**src/mclgw_pkg.sv**
```systemverilog
package mclgw_pkg;

  // Fixed field widths
  localparam int PAGE_W  = 24;
  localparam int LIM_W   = 7;
  localparam int GS_W    = 13;
  localparam int OCC_W   = 7;
  localparam int CFG_W   = 13;
  localparam int DCNT_W  = $clog2(PAGE_W);

  // Command codes
  localparam logic CMD_ACCESS = 1'b0;
  localparam logic CMD_EVICT  = 1'b1;

  // Configuration register indexes
  localparam logic CFG_LIMIT = 1'b0;
  localparam logic CFG_GROUP = 1'b1;

  // Configuration reset values
  localparam logic [LIM_W-1:0] LIMIT_RST = 7'd64;
  localparam logic [GS_W-1:0]  GROUP_RST = 13'd1024;

  typedef struct packed {
    logic              command;
    logic [PAGE_W-1:0] lpn;
    logic              is_write;
  } in_req_t;

  typedef struct packed {
    logic              hit;
    logic              evicted;
    logic [PAGE_W-1:0] evicted_lpn;
    logic              writeback;
    logic [PAGE_W-1:0] written_group;
    logic [OCC_W-1:0]  occupancy;
  } out_rsp_t;

  typedef enum logic [3:0] {
    S_IDLE,
    S_LOOK,
    S_EVICT,
    S_DIV,
    S_RM,
    S_NEXT,
    S_TOUCH,
    S_INS,
    S_INS_WR,
    S_OUT
  } st_t;

endpackage

```
**src/mapping_cache_lru_group_writeback_top.sv**
```systemverilog
// A hit and a miss each take a lookup sweep and an update sweep; each eviction adds
// a removal sweep, plus the group divide when the evicted entry is dirty.
// Throughput: one request at a time, the next accepted the cycle after the result is
// registered; every sweep phase covers the full entry RAM, one entry per cycle.
// Reset: synchronous active-low rst_n clears control, configuration, count and valid bits;
// entry contents are left as they are, so no clearing pass is needed.
module mapping_cache_lru_group_writeback_top
  import mclgw_pkg::*;
#(
  parameter int CACHE_DEPTH = 64
) (
  input  logic             clk,
  input  logic             rst_n,
  input  logic             in_valid,
  output logic             in_ready,
  input  in_req_t          in_data,
  output logic             out_valid,
  input  logic             out_ready,
  output out_rsp_t         out_data,
  input  logic             cfg_we,
  input  logic             cfg_idx,
  input  logic [CFG_W-1:0] cfg_wdata
);

  localparam int IW    = $clog2(CACHE_DEPTH);
  localparam int RW    = IW;
  localparam int CNT_W = $clog2(CACHE_DEPTH + 1);
  localparam int CW    = (CNT_W > LIM_W) ? CNT_W : LIM_W;
  localparam int MW    = PAGE_W + 1 + RW;

  // Configuration
  logic [LIM_W-1:0] lim_r;
  logic [GS_W-1:0]  gsz_r;

  // Control and sweep state
  st_t              state_r, state_nxt;
  in_req_t          req_r, req_nxt;
  logic [CNT_W-1:0] cnt_r, cnt_nxt;
  logic [CNT_W-1:0] sw_r, sw_nxt;
  logic [CACHE_DEPTH-1:0] vld_r, vld_nxt;

  // Lookup match
  logic             mfound_r, mfound_nxt;
  logic [IW-1:0]    midx_r, midx_nxt;
  logic [RW-1:0]    mrank_r, mrank_nxt;
  logic             mdirty_r, mdirty_nxt;

  // Current LRU victim
  logic [IW-1:0]     vidx_r, vidx_nxt;
  logic [PAGE_W-1:0] vpage_r, vpage_nxt;
  logic              vdirty_r, vdirty_nxt;

  // Removal target
  logic [IW-1:0]     tidx_r, tidx_nxt;
  logic [RW-1:0]     trank_r, trank_nxt;
  logic [PAGE_W-1:0] tpage_r, tpage_nxt;
  logic              tdirty_r, tdirty_nxt;
  logic              clean_r, clean_nxt;

  // Free slot for insert
  logic          ffound_r, ffound_nxt;
  logic [IW-1:0] fidx_r, fidx_nxt;

  // Group-size divider
  logic [PAGE_W-1:0] dq_r, dq_nxt;
  logic [GS_W-1:0]   drem_r, drem_nxt;
  logic [DCNT_W-1:0] dcnt_r, dcnt_nxt;

  // Result accumulation and output register
  logic              rhit_r, rhit_nxt;
  logic              rev_r, rev_nxt;
  logic [PAGE_W-1:0] revp_r, revp_nxt;
  logic              rwb_r, rwb_nxt;
  logic [PAGE_W-1:0] rgrp_r, rgrp_nxt;
  logic              out_valid_r, out_valid_nxt;
  out_rsp_t          out_data_r, out_data_nxt;

  // Entry RAM: {page, dirty, rank}
  logic [MW-1:0] mem [CACHE_DEPTH];
  logic [MW-1:0] mem_q;
  logic          mem_we;
  logic [IW-1:0] mem_wa;
  logic [MW-1:0] mem_wd;
  logic [IW-1:0] rd_addr;

  // Derived values
  logic [GS_W-1:0]   gs_eff;
  logic [CW-1:0]     lim_ext, lim_eff;
  logic              full;
  logic [CNT_W-1:0]  cnt_m1, cnt_m2, sw_m1;
  logic              sw_last, p_act;
  logic [IW-1:0]     p_idx;
  logic [PAGE_W-1:0] e_page;
  logic              e_dirty;
  logic [RW-1:0]     e_rank;
  logic              e_vld;
  logic [PAGE_W-1:0] grp_lo;
  logic [PAGE_W:0]   grp_diff;
  logic              in_grp;
  logic [GS_W:0]     div_t;
  logic              div_ge;
  logic [RW-1:0]     new_rank;
  logic              new_dirty;

  // Write configuration registers
  always_ff @(posedge clk) begin
    if (!rst_n) begin
      lim_r <= LIMIT_RST;
      gsz_r <= GROUP_RST;
    end else if (cfg_we) begin
      unique case (cfg_idx)
        CFG_LIMIT: lim_r <= cfg_wdata[LIM_W-1:0];
        CFG_GROUP: gsz_r <= cfg_wdata[GS_W-1:0];
      endcase
    end
  end

  // Clamp limit and group size
  assign gs_eff  = (gsz_r == '0) ? GS_W'(1) : gsz_r;
  assign lim_ext = CW'(lim_r);
  assign lim_eff = (lim_r == '0) ? CW'(1) :
                   (lim_ext > CW'(CACHE_DEPTH)) ? CW'(CACHE_DEPTH) : lim_ext;
  assign full    = CW'(cnt_r) >= lim_eff;
  assign cnt_m1  = cnt_r - CNT_W'(1);
  assign cnt_m2  = cnt_r - CNT_W'(2);

  // Sweep pipeline: read entry sw, process entry sw-1
  assign sw_last = sw_r == CNT_W'(CACHE_DEPTH);
  assign sw_m1   = sw_r - CNT_W'(1);
  assign p_act   = sw_r != '0;
  assign p_idx   = sw_m1[IW-1:0];
  assign rd_addr = sw_last ? '0 : sw_r[IW-1:0];
  assign e_page  = mem_q[MW-1 -: PAGE_W];
  assign e_dirty = mem_q[RW];
  assign e_rank  = mem_q[RW-1:0];
  assign e_vld   = vld_r[p_idx];

  // Group membership: lo = page - page % gs, member when 0 <= p - lo < gs
  assign grp_lo   = tpage_r - PAGE_W'(drem_r);
  assign grp_diff = {1'b0, e_page} - {1'b0, grp_lo};
  assign in_grp   = !grp_diff[PAGE_W] && (grp_diff[PAGE_W-1:0] < PAGE_W'(gs_eff));

  // One restoring divide step
  assign div_t  = {drem_r, dq_r[PAGE_W-1]};
  assign div_ge = div_t >= {1'b0, gs_eff};

  // Rank and dirty after removal of the target
  assign new_rank  = (e_rank > trank_r) ? e_rank - RW'(1) : e_rank;
  assign new_dirty = (clean_r && in_grp) ? 1'b0 : e_dirty;

  // Sequencer
  always_comb begin
    state_nxt     = state_r;
    req_nxt       = req_r;
    cnt_nxt       = cnt_r;
    sw_nxt        = sw_r;
    vld_nxt       = vld_r;
    mfound_nxt    = mfound_r;
    midx_nxt      = midx_r;
    mrank_nxt     = mrank_r;
    mdirty_nxt    = mdirty_r;
    vidx_nxt      = vidx_r;
    vpage_nxt     = vpage_r;
    vdirty_nxt    = vdirty_r;
    tidx_nxt      = tidx_r;
    trank_nxt     = trank_r;
    tpage_nxt     = tpage_r;
    tdirty_nxt    = tdirty_r;
    clean_nxt     = clean_r;
    ffound_nxt    = ffound_r;
    fidx_nxt      = fidx_r;
    dq_nxt        = dq_r;
    drem_nxt      = drem_r;
    dcnt_nxt      = dcnt_r;
    rhit_nxt      = rhit_r;
    rev_nxt       = rev_r;
    revp_nxt      = revp_r;
    rwb_nxt       = rwb_r;
    rgrp_nxt      = rgrp_r;
    out_valid_nxt = out_valid_r && !out_ready;
    out_data_nxt  = out_data_r;
    mem_we        = 1'b0;
    mem_wa        = p_idx;
    mem_wd        = mem_q;
    in_ready      = 1'b0;

    unique case (state_r)
      S_IDLE: begin
        in_ready = 1'b1;
        if (in_valid) begin
          req_nxt    = in_data;
          sw_nxt     = '0;
          mfound_nxt = 1'b0;
          rhit_nxt   = 1'b0;
          rev_nxt    = 1'b0;
          revp_nxt   = '0;
          rwb_nxt    = 1'b0;
          rgrp_nxt   = '0;
          state_nxt  = S_LOOK;
        end
      end

      // Find the page and the LRU entry
      S_LOOK: begin
        sw_nxt = sw_r + CNT_W'(1);
        if (p_act && e_vld) begin
          if (e_page == req_r.lpn) begin
            mfound_nxt = 1'b1;
            midx_nxt   = p_idx;
            mrank_nxt  = e_rank;
            mdirty_nxt = e_dirty;
          end
          if (e_rank == cnt_m1[RW-1:0]) begin
            vidx_nxt   = p_idx;
            vpage_nxt  = e_page;
            vdirty_nxt = e_dirty;
          end
        end
        if (sw_last) begin
          sw_nxt = '0;
          if (req_r.command == CMD_EVICT) begin
            if (mfound_nxt) begin
              rhit_nxt   = 1'b1;
              tidx_nxt   = midx_nxt;
              trank_nxt  = mrank_nxt;
              tpage_nxt  = req_r.lpn;
              tdirty_nxt = mdirty_nxt;
              state_nxt  = S_EVICT;
            end else begin
              state_nxt = S_OUT;
            end
          end else if (mfound_nxt) begin
            rhit_nxt  = 1'b1;
            state_nxt = S_TOUCH;
          end else begin
            state_nxt = S_NEXT;
          end
        end
      end

      // Start removal of the target
      S_EVICT: begin
        rev_nxt  = 1'b1;
        revp_nxt = tpage_r;
        sw_nxt   = '0;
        dq_nxt   = tpage_r;
        drem_nxt = '0;
        dcnt_nxt = '0;
        if (tdirty_r) begin
          state_nxt = S_DIV;
        end else begin
          clean_nxt = 1'b0;
          state_nxt = S_RM;
        end
      end

      // Divide target page by group size, one bit a cycle
      S_DIV: begin
        dq_nxt   = {dq_r[PAGE_W-2:0], div_ge};
        drem_nxt = div_ge ? GS_W'(div_t - {1'b0, gs_eff}) : div_t[GS_W-1:0];
        dcnt_nxt = dcnt_r + DCNT_W'(1);
        if (dcnt_r == DCNT_W'(PAGE_W - 1)) begin
          clean_nxt = 1'b1;
          rwb_nxt   = 1'b1;
          rgrp_nxt  = dq_nxt;
          state_nxt = S_RM;
        end
      end

      // Drop target, close rank gap, clean its group, find next LRU
      S_RM: begin
        sw_nxt = sw_r + CNT_W'(1);
        if (p_act) begin
          if (p_idx == tidx_r) begin
            vld_nxt[p_idx] = 1'b0;
          end else if (e_vld) begin
            mem_we = 1'b1;
            mem_wd = {e_page, new_dirty, new_rank};
            if (new_rank == cnt_m2[RW-1:0]) begin
              vidx_nxt   = p_idx;
              vpage_nxt  = e_page;
              vdirty_nxt = new_dirty;
            end
          end
        end
        if (sw_last) begin
          sw_nxt    = '0;
          cnt_nxt   = cnt_m1;
          state_nxt = S_NEXT;
        end
      end

      // Evict command ends here; otherwise evict again while full, else insert
      S_NEXT: begin
        sw_nxt = '0;
        if (req_r.command == CMD_EVICT) begin
          state_nxt = S_OUT;
        end else if (full) begin
          tidx_nxt   = vidx_r;
          trank_nxt  = cnt_m1[RW-1:0];
          tpage_nxt  = vpage_r;
          tdirty_nxt = vdirty_r;
          state_nxt  = S_EVICT;
        end else begin
          ffound_nxt = 1'b0;
          state_nxt  = S_INS;
        end
      end

      // Move hit entry to the front
      S_TOUCH: begin
        sw_nxt = sw_r + CNT_W'(1);
        if (p_act && e_vld) begin
          if (p_idx == midx_r) begin
            mem_we = 1'b1;
            mem_wd = {e_page, e_dirty | req_r.is_write, RW'(0)};
          end else if (e_rank < mrank_r) begin
            mem_we = 1'b1;
            mem_wd = {e_page, e_dirty, e_rank + RW'(1)};
          end
        end
        if (sw_last) begin
          sw_nxt    = '0;
          state_nxt = S_OUT;
        end
      end

      // Age every valid entry and pick the first free slot
      S_INS: begin
        sw_nxt = sw_r + CNT_W'(1);
        if (p_act) begin
          if (e_vld) begin
            mem_we = 1'b1;
            mem_wd = {e_page, e_dirty, e_rank + RW'(1)};
          end else if (!ffound_r) begin
            ffound_nxt = 1'b1;
            fidx_nxt   = p_idx;
          end
        end
        if (sw_last) begin
          sw_nxt    = '0;
          state_nxt = S_INS_WR;
        end
      end

      // Write the new entry as most recently used
      S_INS_WR: begin
        if (ffound_r) begin
          mem_we          = 1'b1;
          mem_wa          = fidx_r;
          mem_wd          = {req_r.lpn, req_r.is_write, RW'(0)};
          vld_nxt[fidx_r] = 1'b1;
          cnt_nxt         = cnt_r + CNT_W'(1);
        end
        state_nxt = S_OUT;
      end

      // Hand the result to the output register once it is free
      S_OUT: begin
        if (!out_valid_r || out_ready) begin
          out_valid_nxt              = 1'b1;
          out_data_nxt.hit           = rhit_r;
          out_data_nxt.evicted       = rev_r;
          out_data_nxt.evicted_lpn   = revp_r;
          out_data_nxt.writeback     = rwb_r;
          out_data_nxt.written_group = rgrp_r;
          out_data_nxt.occupancy     = OCC_W'(cnt_r);
          state_nxt                  = S_IDLE;
        end
      end

      default: begin
        state_nxt = S_IDLE;
      end
    endcase
  end

  // Control registers
  always_ff @(posedge clk) begin
    if (!rst_n) begin
      state_r     <= S_IDLE;
      cnt_r       <= '0;
      sw_r        <= '0;
      vld_r       <= '0;
      out_valid_r <= 1'b0;
    end else begin
      state_r     <= state_nxt;
      cnt_r       <= cnt_nxt;
      sw_r        <= sw_nxt;
      vld_r       <= vld_nxt;
      out_valid_r <= out_valid_nxt;
    end
  end

  // Datapath registers
  always_ff @(posedge clk) begin
    req_r      <= req_nxt;
    mfound_r   <= mfound_nxt;
    midx_r     <= midx_nxt;
    mrank_r    <= mrank_nxt;
    mdirty_r   <= mdirty_nxt;
    vidx_r     <= vidx_nxt;
    vpage_r    <= vpage_nxt;
    vdirty_r   <= vdirty_nxt;
    tidx_r     <= tidx_nxt;
    trank_r    <= trank_nxt;
    tpage_r    <= tpage_nxt;
    tdirty_r   <= tdirty_nxt;
    clean_r    <= clean_nxt;
    ffound_r   <= ffound_nxt;
    fidx_r     <= fidx_nxt;
    dq_r       <= dq_nxt;
    drem_r     <= drem_nxt;
    dcnt_r     <= dcnt_nxt;
    rhit_r     <= rhit_nxt;
    rev_r      <= rev_nxt;
    revp_r     <= revp_nxt;
    rwb_r      <= rwb_nxt;
    rgrp_r     <= rgrp_nxt;
    out_data_r <= out_data_nxt;
  end

  // Entry RAM
  always_ff @(posedge clk) begin
    if (mem_we) begin
      mem[mem_wa] <= mem_wd;
    end
    mem_q <= mem[rd_addr];
  end

  assign out_valid = out_valid_r;
  assign out_data  = out_data_r;

  // Occupancy never exceeds the entry count
  a_cnt_range: assert property (@(posedge clk) disable iff (!rst_n)
    cnt_r <= CNT_W'(CACHE_DEPTH))
    else $error("entry count above depth");

  // Between requests the count matches the valid bits
  a_cnt_vld: assert property (@(posedge clk) disable iff (!rst_n)
    (state_r == S_IDLE) |-> ($countones(vld_r) == int'(cnt_r)))
    else $error("entry count out of step with valid bits");

  // An accepted request starts a lookup sweep
  a_start: assert property (@(posedge clk) disable iff (!rst_n)
    (in_valid && in_ready) |=> (state_r == S_LOOK && sw_r == '0))
    else $error("request did not start lookup");

  // A writeback only comes with an eviction
  a_wb_ev: assert property (@(posedge clk) disable iff (!rst_n)
    out_valid_r |-> (!out_data_r.writeback || out_data_r.evicted))
    else $error("writeback without eviction");

  // Divider only runs for a dirty target
  a_div_dirty: assert property (@(posedge clk) disable iff (!rst_n)
    (state_r == S_DIV) |-> tdirty_r)
    else $error("group divide for clean target");

endmodule
```
**config.mk**
```make
export PLATFORM = sky130hd
export DESIGN_NAME = mapping_cache_lru_group_writeback_top
export DESIGN_NICKNAME = d
export VERILOG_FILES = /design/src/mclgw_pkg.sv /design/src/mapping_cache_lru_group_writeback_top.sv
export SDC_FILE = /design/constraint.sdc
export NUM_CORES = 2
export LEC_CHECK = 0
export ABC_AREA = 1
export BUFFER_PORTS_ARGS = -buffer_cell sky130_fd_sc_hd__buf_2
export CAP_MARGIN = 10
export CORE_MARGIN = 1.5
export CORE_UTILIZATION = 30
export CTS_CLUSTER_SIZE = 12
export DETAILED_ROUTE_END_ITERATION = 16
export GPL_TIMING_DRIVEN = 0
export PLACE_DENSITY = 0.42
export REMOVE_ABC_BUFFERS = 1
export SYNTH_ARGS = -nofsm -noshare
export SYNTH_HDL_FRONTEND = slang
export SYNTH_SLANG_ARGS = --single-unit
export TNS_END_PERCENT = 50
```
**constraint.sdc**
```tcl
create_clock -name clk -period 16.65 [get_ports clk]
set_clock_uncertainty 0.1 [all_clocks]
set_input_delay 2.4975 -clock clk [delete_from_list [all_inputs] [get_ports clk]]
set_output_delay 2.4975 -clock clk [all_outputs]
set_load 0.02 [all_outputs]
```
==> flow_summary.toml <==
[status]
status = "finished, final reports clean"

[critical_path]
path_buf_inv = 10
cp_top_family = "buffers and inverters"
reg2reg_from = "sw_r[3]$_SDFFE_PN0P_"
critPathLaunchType = "register"
startpoint = "sw_r[3]$_SDFFE_PN0P_"
cpMaxStageDelayCell = "o21ai_1"
critPathArrivalTime_ps = 7630
cp_cell_sequence = "nor2_4 -> buf_12 -> buf_12 -> nand4_1 -> nand2_4 -> buf_16 -> buf_16 -> buf_16 -> inv_8 -> buf_16 -> buf_16 -> buf_16 -> buf_16 -> o211ai_1 -> a21oi_1 -> or2_0 -> o21ai_1 -> nand4_1"
crit_path_end_kind = "register"
crit_path_max_fanout = 133
criticalPathCategory = "reg2reg"
required_ps = 17120
cpMostUsedCell = "buf_16"
slowest_delay_ps = 720

[grt]
grt_pass1_vias = 64200
grt_max_degree = 140
grt_pass1_wl_um = 465000
grt_overflow = 0
grt.total_usage_pct = 18.5
antenna_found_initial = 16

[synthesis]
synth_top_area_share_pct = 66.8
async_flop_share_pct = 0
syn_area_per_cell_um2 = 12.2
synth_area_um2 = 101000
yosys-top-cells-area = "edfxtp_1 67%, o211ai_1 4.4%, or2_2 4.4%, nand2_1 3.8%, o21ai_0 3.5%"
ys_ff_latch = 2385
yosys.area.top_type = "edfxtp_1"
yosysSeqAreaShare_pct = 69.4
synth_flop_cell = "edfxtp_1"
yosys_warnings = 0
syn_inst = 8290
synth_edf_count = 2251
ys_types = 56

[cells_and_area]
post_route_cells_drive_above_1_share_pct = 18.0
multi_input_area_um2 = 28600
layout.area.seq_um2 = 70300
finalNetCount = 8544
final_cell_mix = "2251 x edfxtp_1, 1029 x nand2_1, 705 x or2_2"
layout_commonest_cell = "edfxtp_1"
final.fill_count = 32700
fin_area_um2 = 119000
instances_no_fill = 13100
syn_to_final_growth_pct = 17.8

[clocking]
insertion_delay_ps = 900
cts_buffer_depth = 4
clockRootBuffer = "clkbuf_16"
h-tree-depth = 5
clk_pin_slew_ps = 60
cts_buffers = 279
clock-sinks = 2385
cts_tree = "done"
cts_setup_buffers = 0
cts_resized = 0
ctsHoldBuffers = 0

[floorplan]
core_um2 = 336000
start_util_pct = 30.1
die_x_um = 584
die-area_um2 = 341000
dieHeight_um = 584
num_rows = 213
num_io_pins = 105

[sta]
rsz0062_at_grt = "no"
worst_slew_pin_slew_ps = 1420
fin_crit_ps = 7160
finalCritPeriodShare_pct = 43.0
setup_viol = 0
finalHoldViolCount = 0
fin_tns_setup_ps = 0
relSlewSlack_pct = 4.25
max_freq_mhz = 140
drv_slew = 0

[power_and_ir_drop]
ir_drop_mv = 0.0983
p_leak_nw = 38.2
power.density_nw_per_um2 = 159
switching_power_mw = 6.49
p_int_mw = 12.5
p_seq_share_pct = 40.6
clock_power_share_pct = 30.9
power_mw = 19.0
switching_share_pct = 34.2
combinationalPowerShare_pct = 28.5

[route]
wl_per_cell_um = 24.5
via_per_inst = 4.99
via_count = 65600
drt_iter0_markers = 4918
drt_pass1_iterations = 6
post-route-drc-count = 0
ant_nets = 0
detail_route.wirelength_um = 322000

[placement]
dpl-instance-area_um2 = 111000
io_buffers = 104
routabilityCongestion = 0.814
dp_hpwl_um = 202000
dp_cells = 12600

[worst_hold_path]
hold_path_class = "reg2reg"
hp-start = "revp_r[13]$_SDFFCE_PN0P_"

[run]
cap_violations = 0
[cell type report]
class	count	area share, %
well taps	4515	4.73
repair buffers	314	4.20
clock buffers	366	6.20
flip-flops and latches	2385	58.9
clock inverters	132	1.01
inverters	305	0.988
diodes	10	0.0210
multi-input cells	5120	23.9
[path summary, 6_finish.rpt]
path / slack, ps / endpoint / cells past startpoint
max: 9490 / mem_q[21]$_DFF_P_ / 18
min: 310 / out_data[45]$_DFFE_PP_ / 0
max reg2reg: 9490 / mem_q[21]$_DFF_P_ / 18
min reg2reg: 310 / out_data[45]$_DFFE_PP_ / 0
[synthesized netlist by cell type, drive strengths merged, types with 3 or more instances]
cell type,count
a211oi,12
a21o,4
a21oi,356
a31oi,7
buf,146
clkbuf,334
clkinv,7
dfxtp,134
edfxtp,2251
fa,3
ha,91
inv,298
mux2,19
nand2,1055
nand3,210
nand3b,5
nand4,54
nor2,772
nor3,31
o2111ai,3
o211ai,589
o21a,3
o21ai,806
o21bai,30
o221ai,51
o22ai,137
or2,780
xnor2,31
xor2,61
[flip-flops by register name, indices dropped and copies added, names as in the netlist, 13 cells and up]
register	flops
mem	1984
vld_r	64
out_data	58
mem_q	31
req_r	26
dq_r	24
revp_r	24
rgrp_r	24
tpage_r	24
vpage_r	24
drem_r	13
gsz_r	13
[worst reg2reg max path: stages, from the launching register on]
cell      delay, ps
dfxtp_4         490
nor2_4          300
buf_12          220
buf_12          250
nand4_1         230
nand2_4         420
buf_16          320
buf_16          370
buf_16          360
inv_8           320
buf_16          290
buf_16          360
buf_16          410
buf_16          400
o211ai_1        400
a21oi_1          80
or2_0           240
o21ai_1         720
nand4_1         560
[power groups by stage]
stage               Combinational [mW]  Sequential [mW]  Clock, mW
global route                      5.96             7.74       6.24
global placement                  6.43             8.13          0
floorplan                         3.69             7.86          0
finish                            5.41             7.72       5.87
detailed placement                5.44             7.85          0
CTS                               5.45             7.73       6.02
[layer usage]
layer	track usage, %	part of all wire (%)	up-vias
met5	0	0	-
met4	4.88	2.5	0
met3	2.21	4.4	375
met2	29.9	46	1479
met1	26.3	47	33400
li1	-	-	30400
[through the flow]
step	utilization [%]	hold WS, ps	setup WS (ps)
floorplan	-	300	-19840
global placement	31.3	307	-106770
global route	35.5	325	9250
CTS	35.4	318	9380
detailed placement	32.9	305	9360
finish	35.5	315	9490
[cells by family after synthesis]
| group | after synthesis | synth area share [%] |
|---|---|---|
| DFF | 2385 | 69.4 |
| and+or+nand+nor | 2911 | 13.4 |
| muxes | 19 | 0.211 |
| xor gates and xnor gates | 92 | 0.796 |
| adders and majority gates | 94 | 1.18 |
| AOI/OAI and AO/OA | 2004 | 11.9 |
| buffers and inverters | 785 | 3.16 |
(Power assumes the default switching activity.)
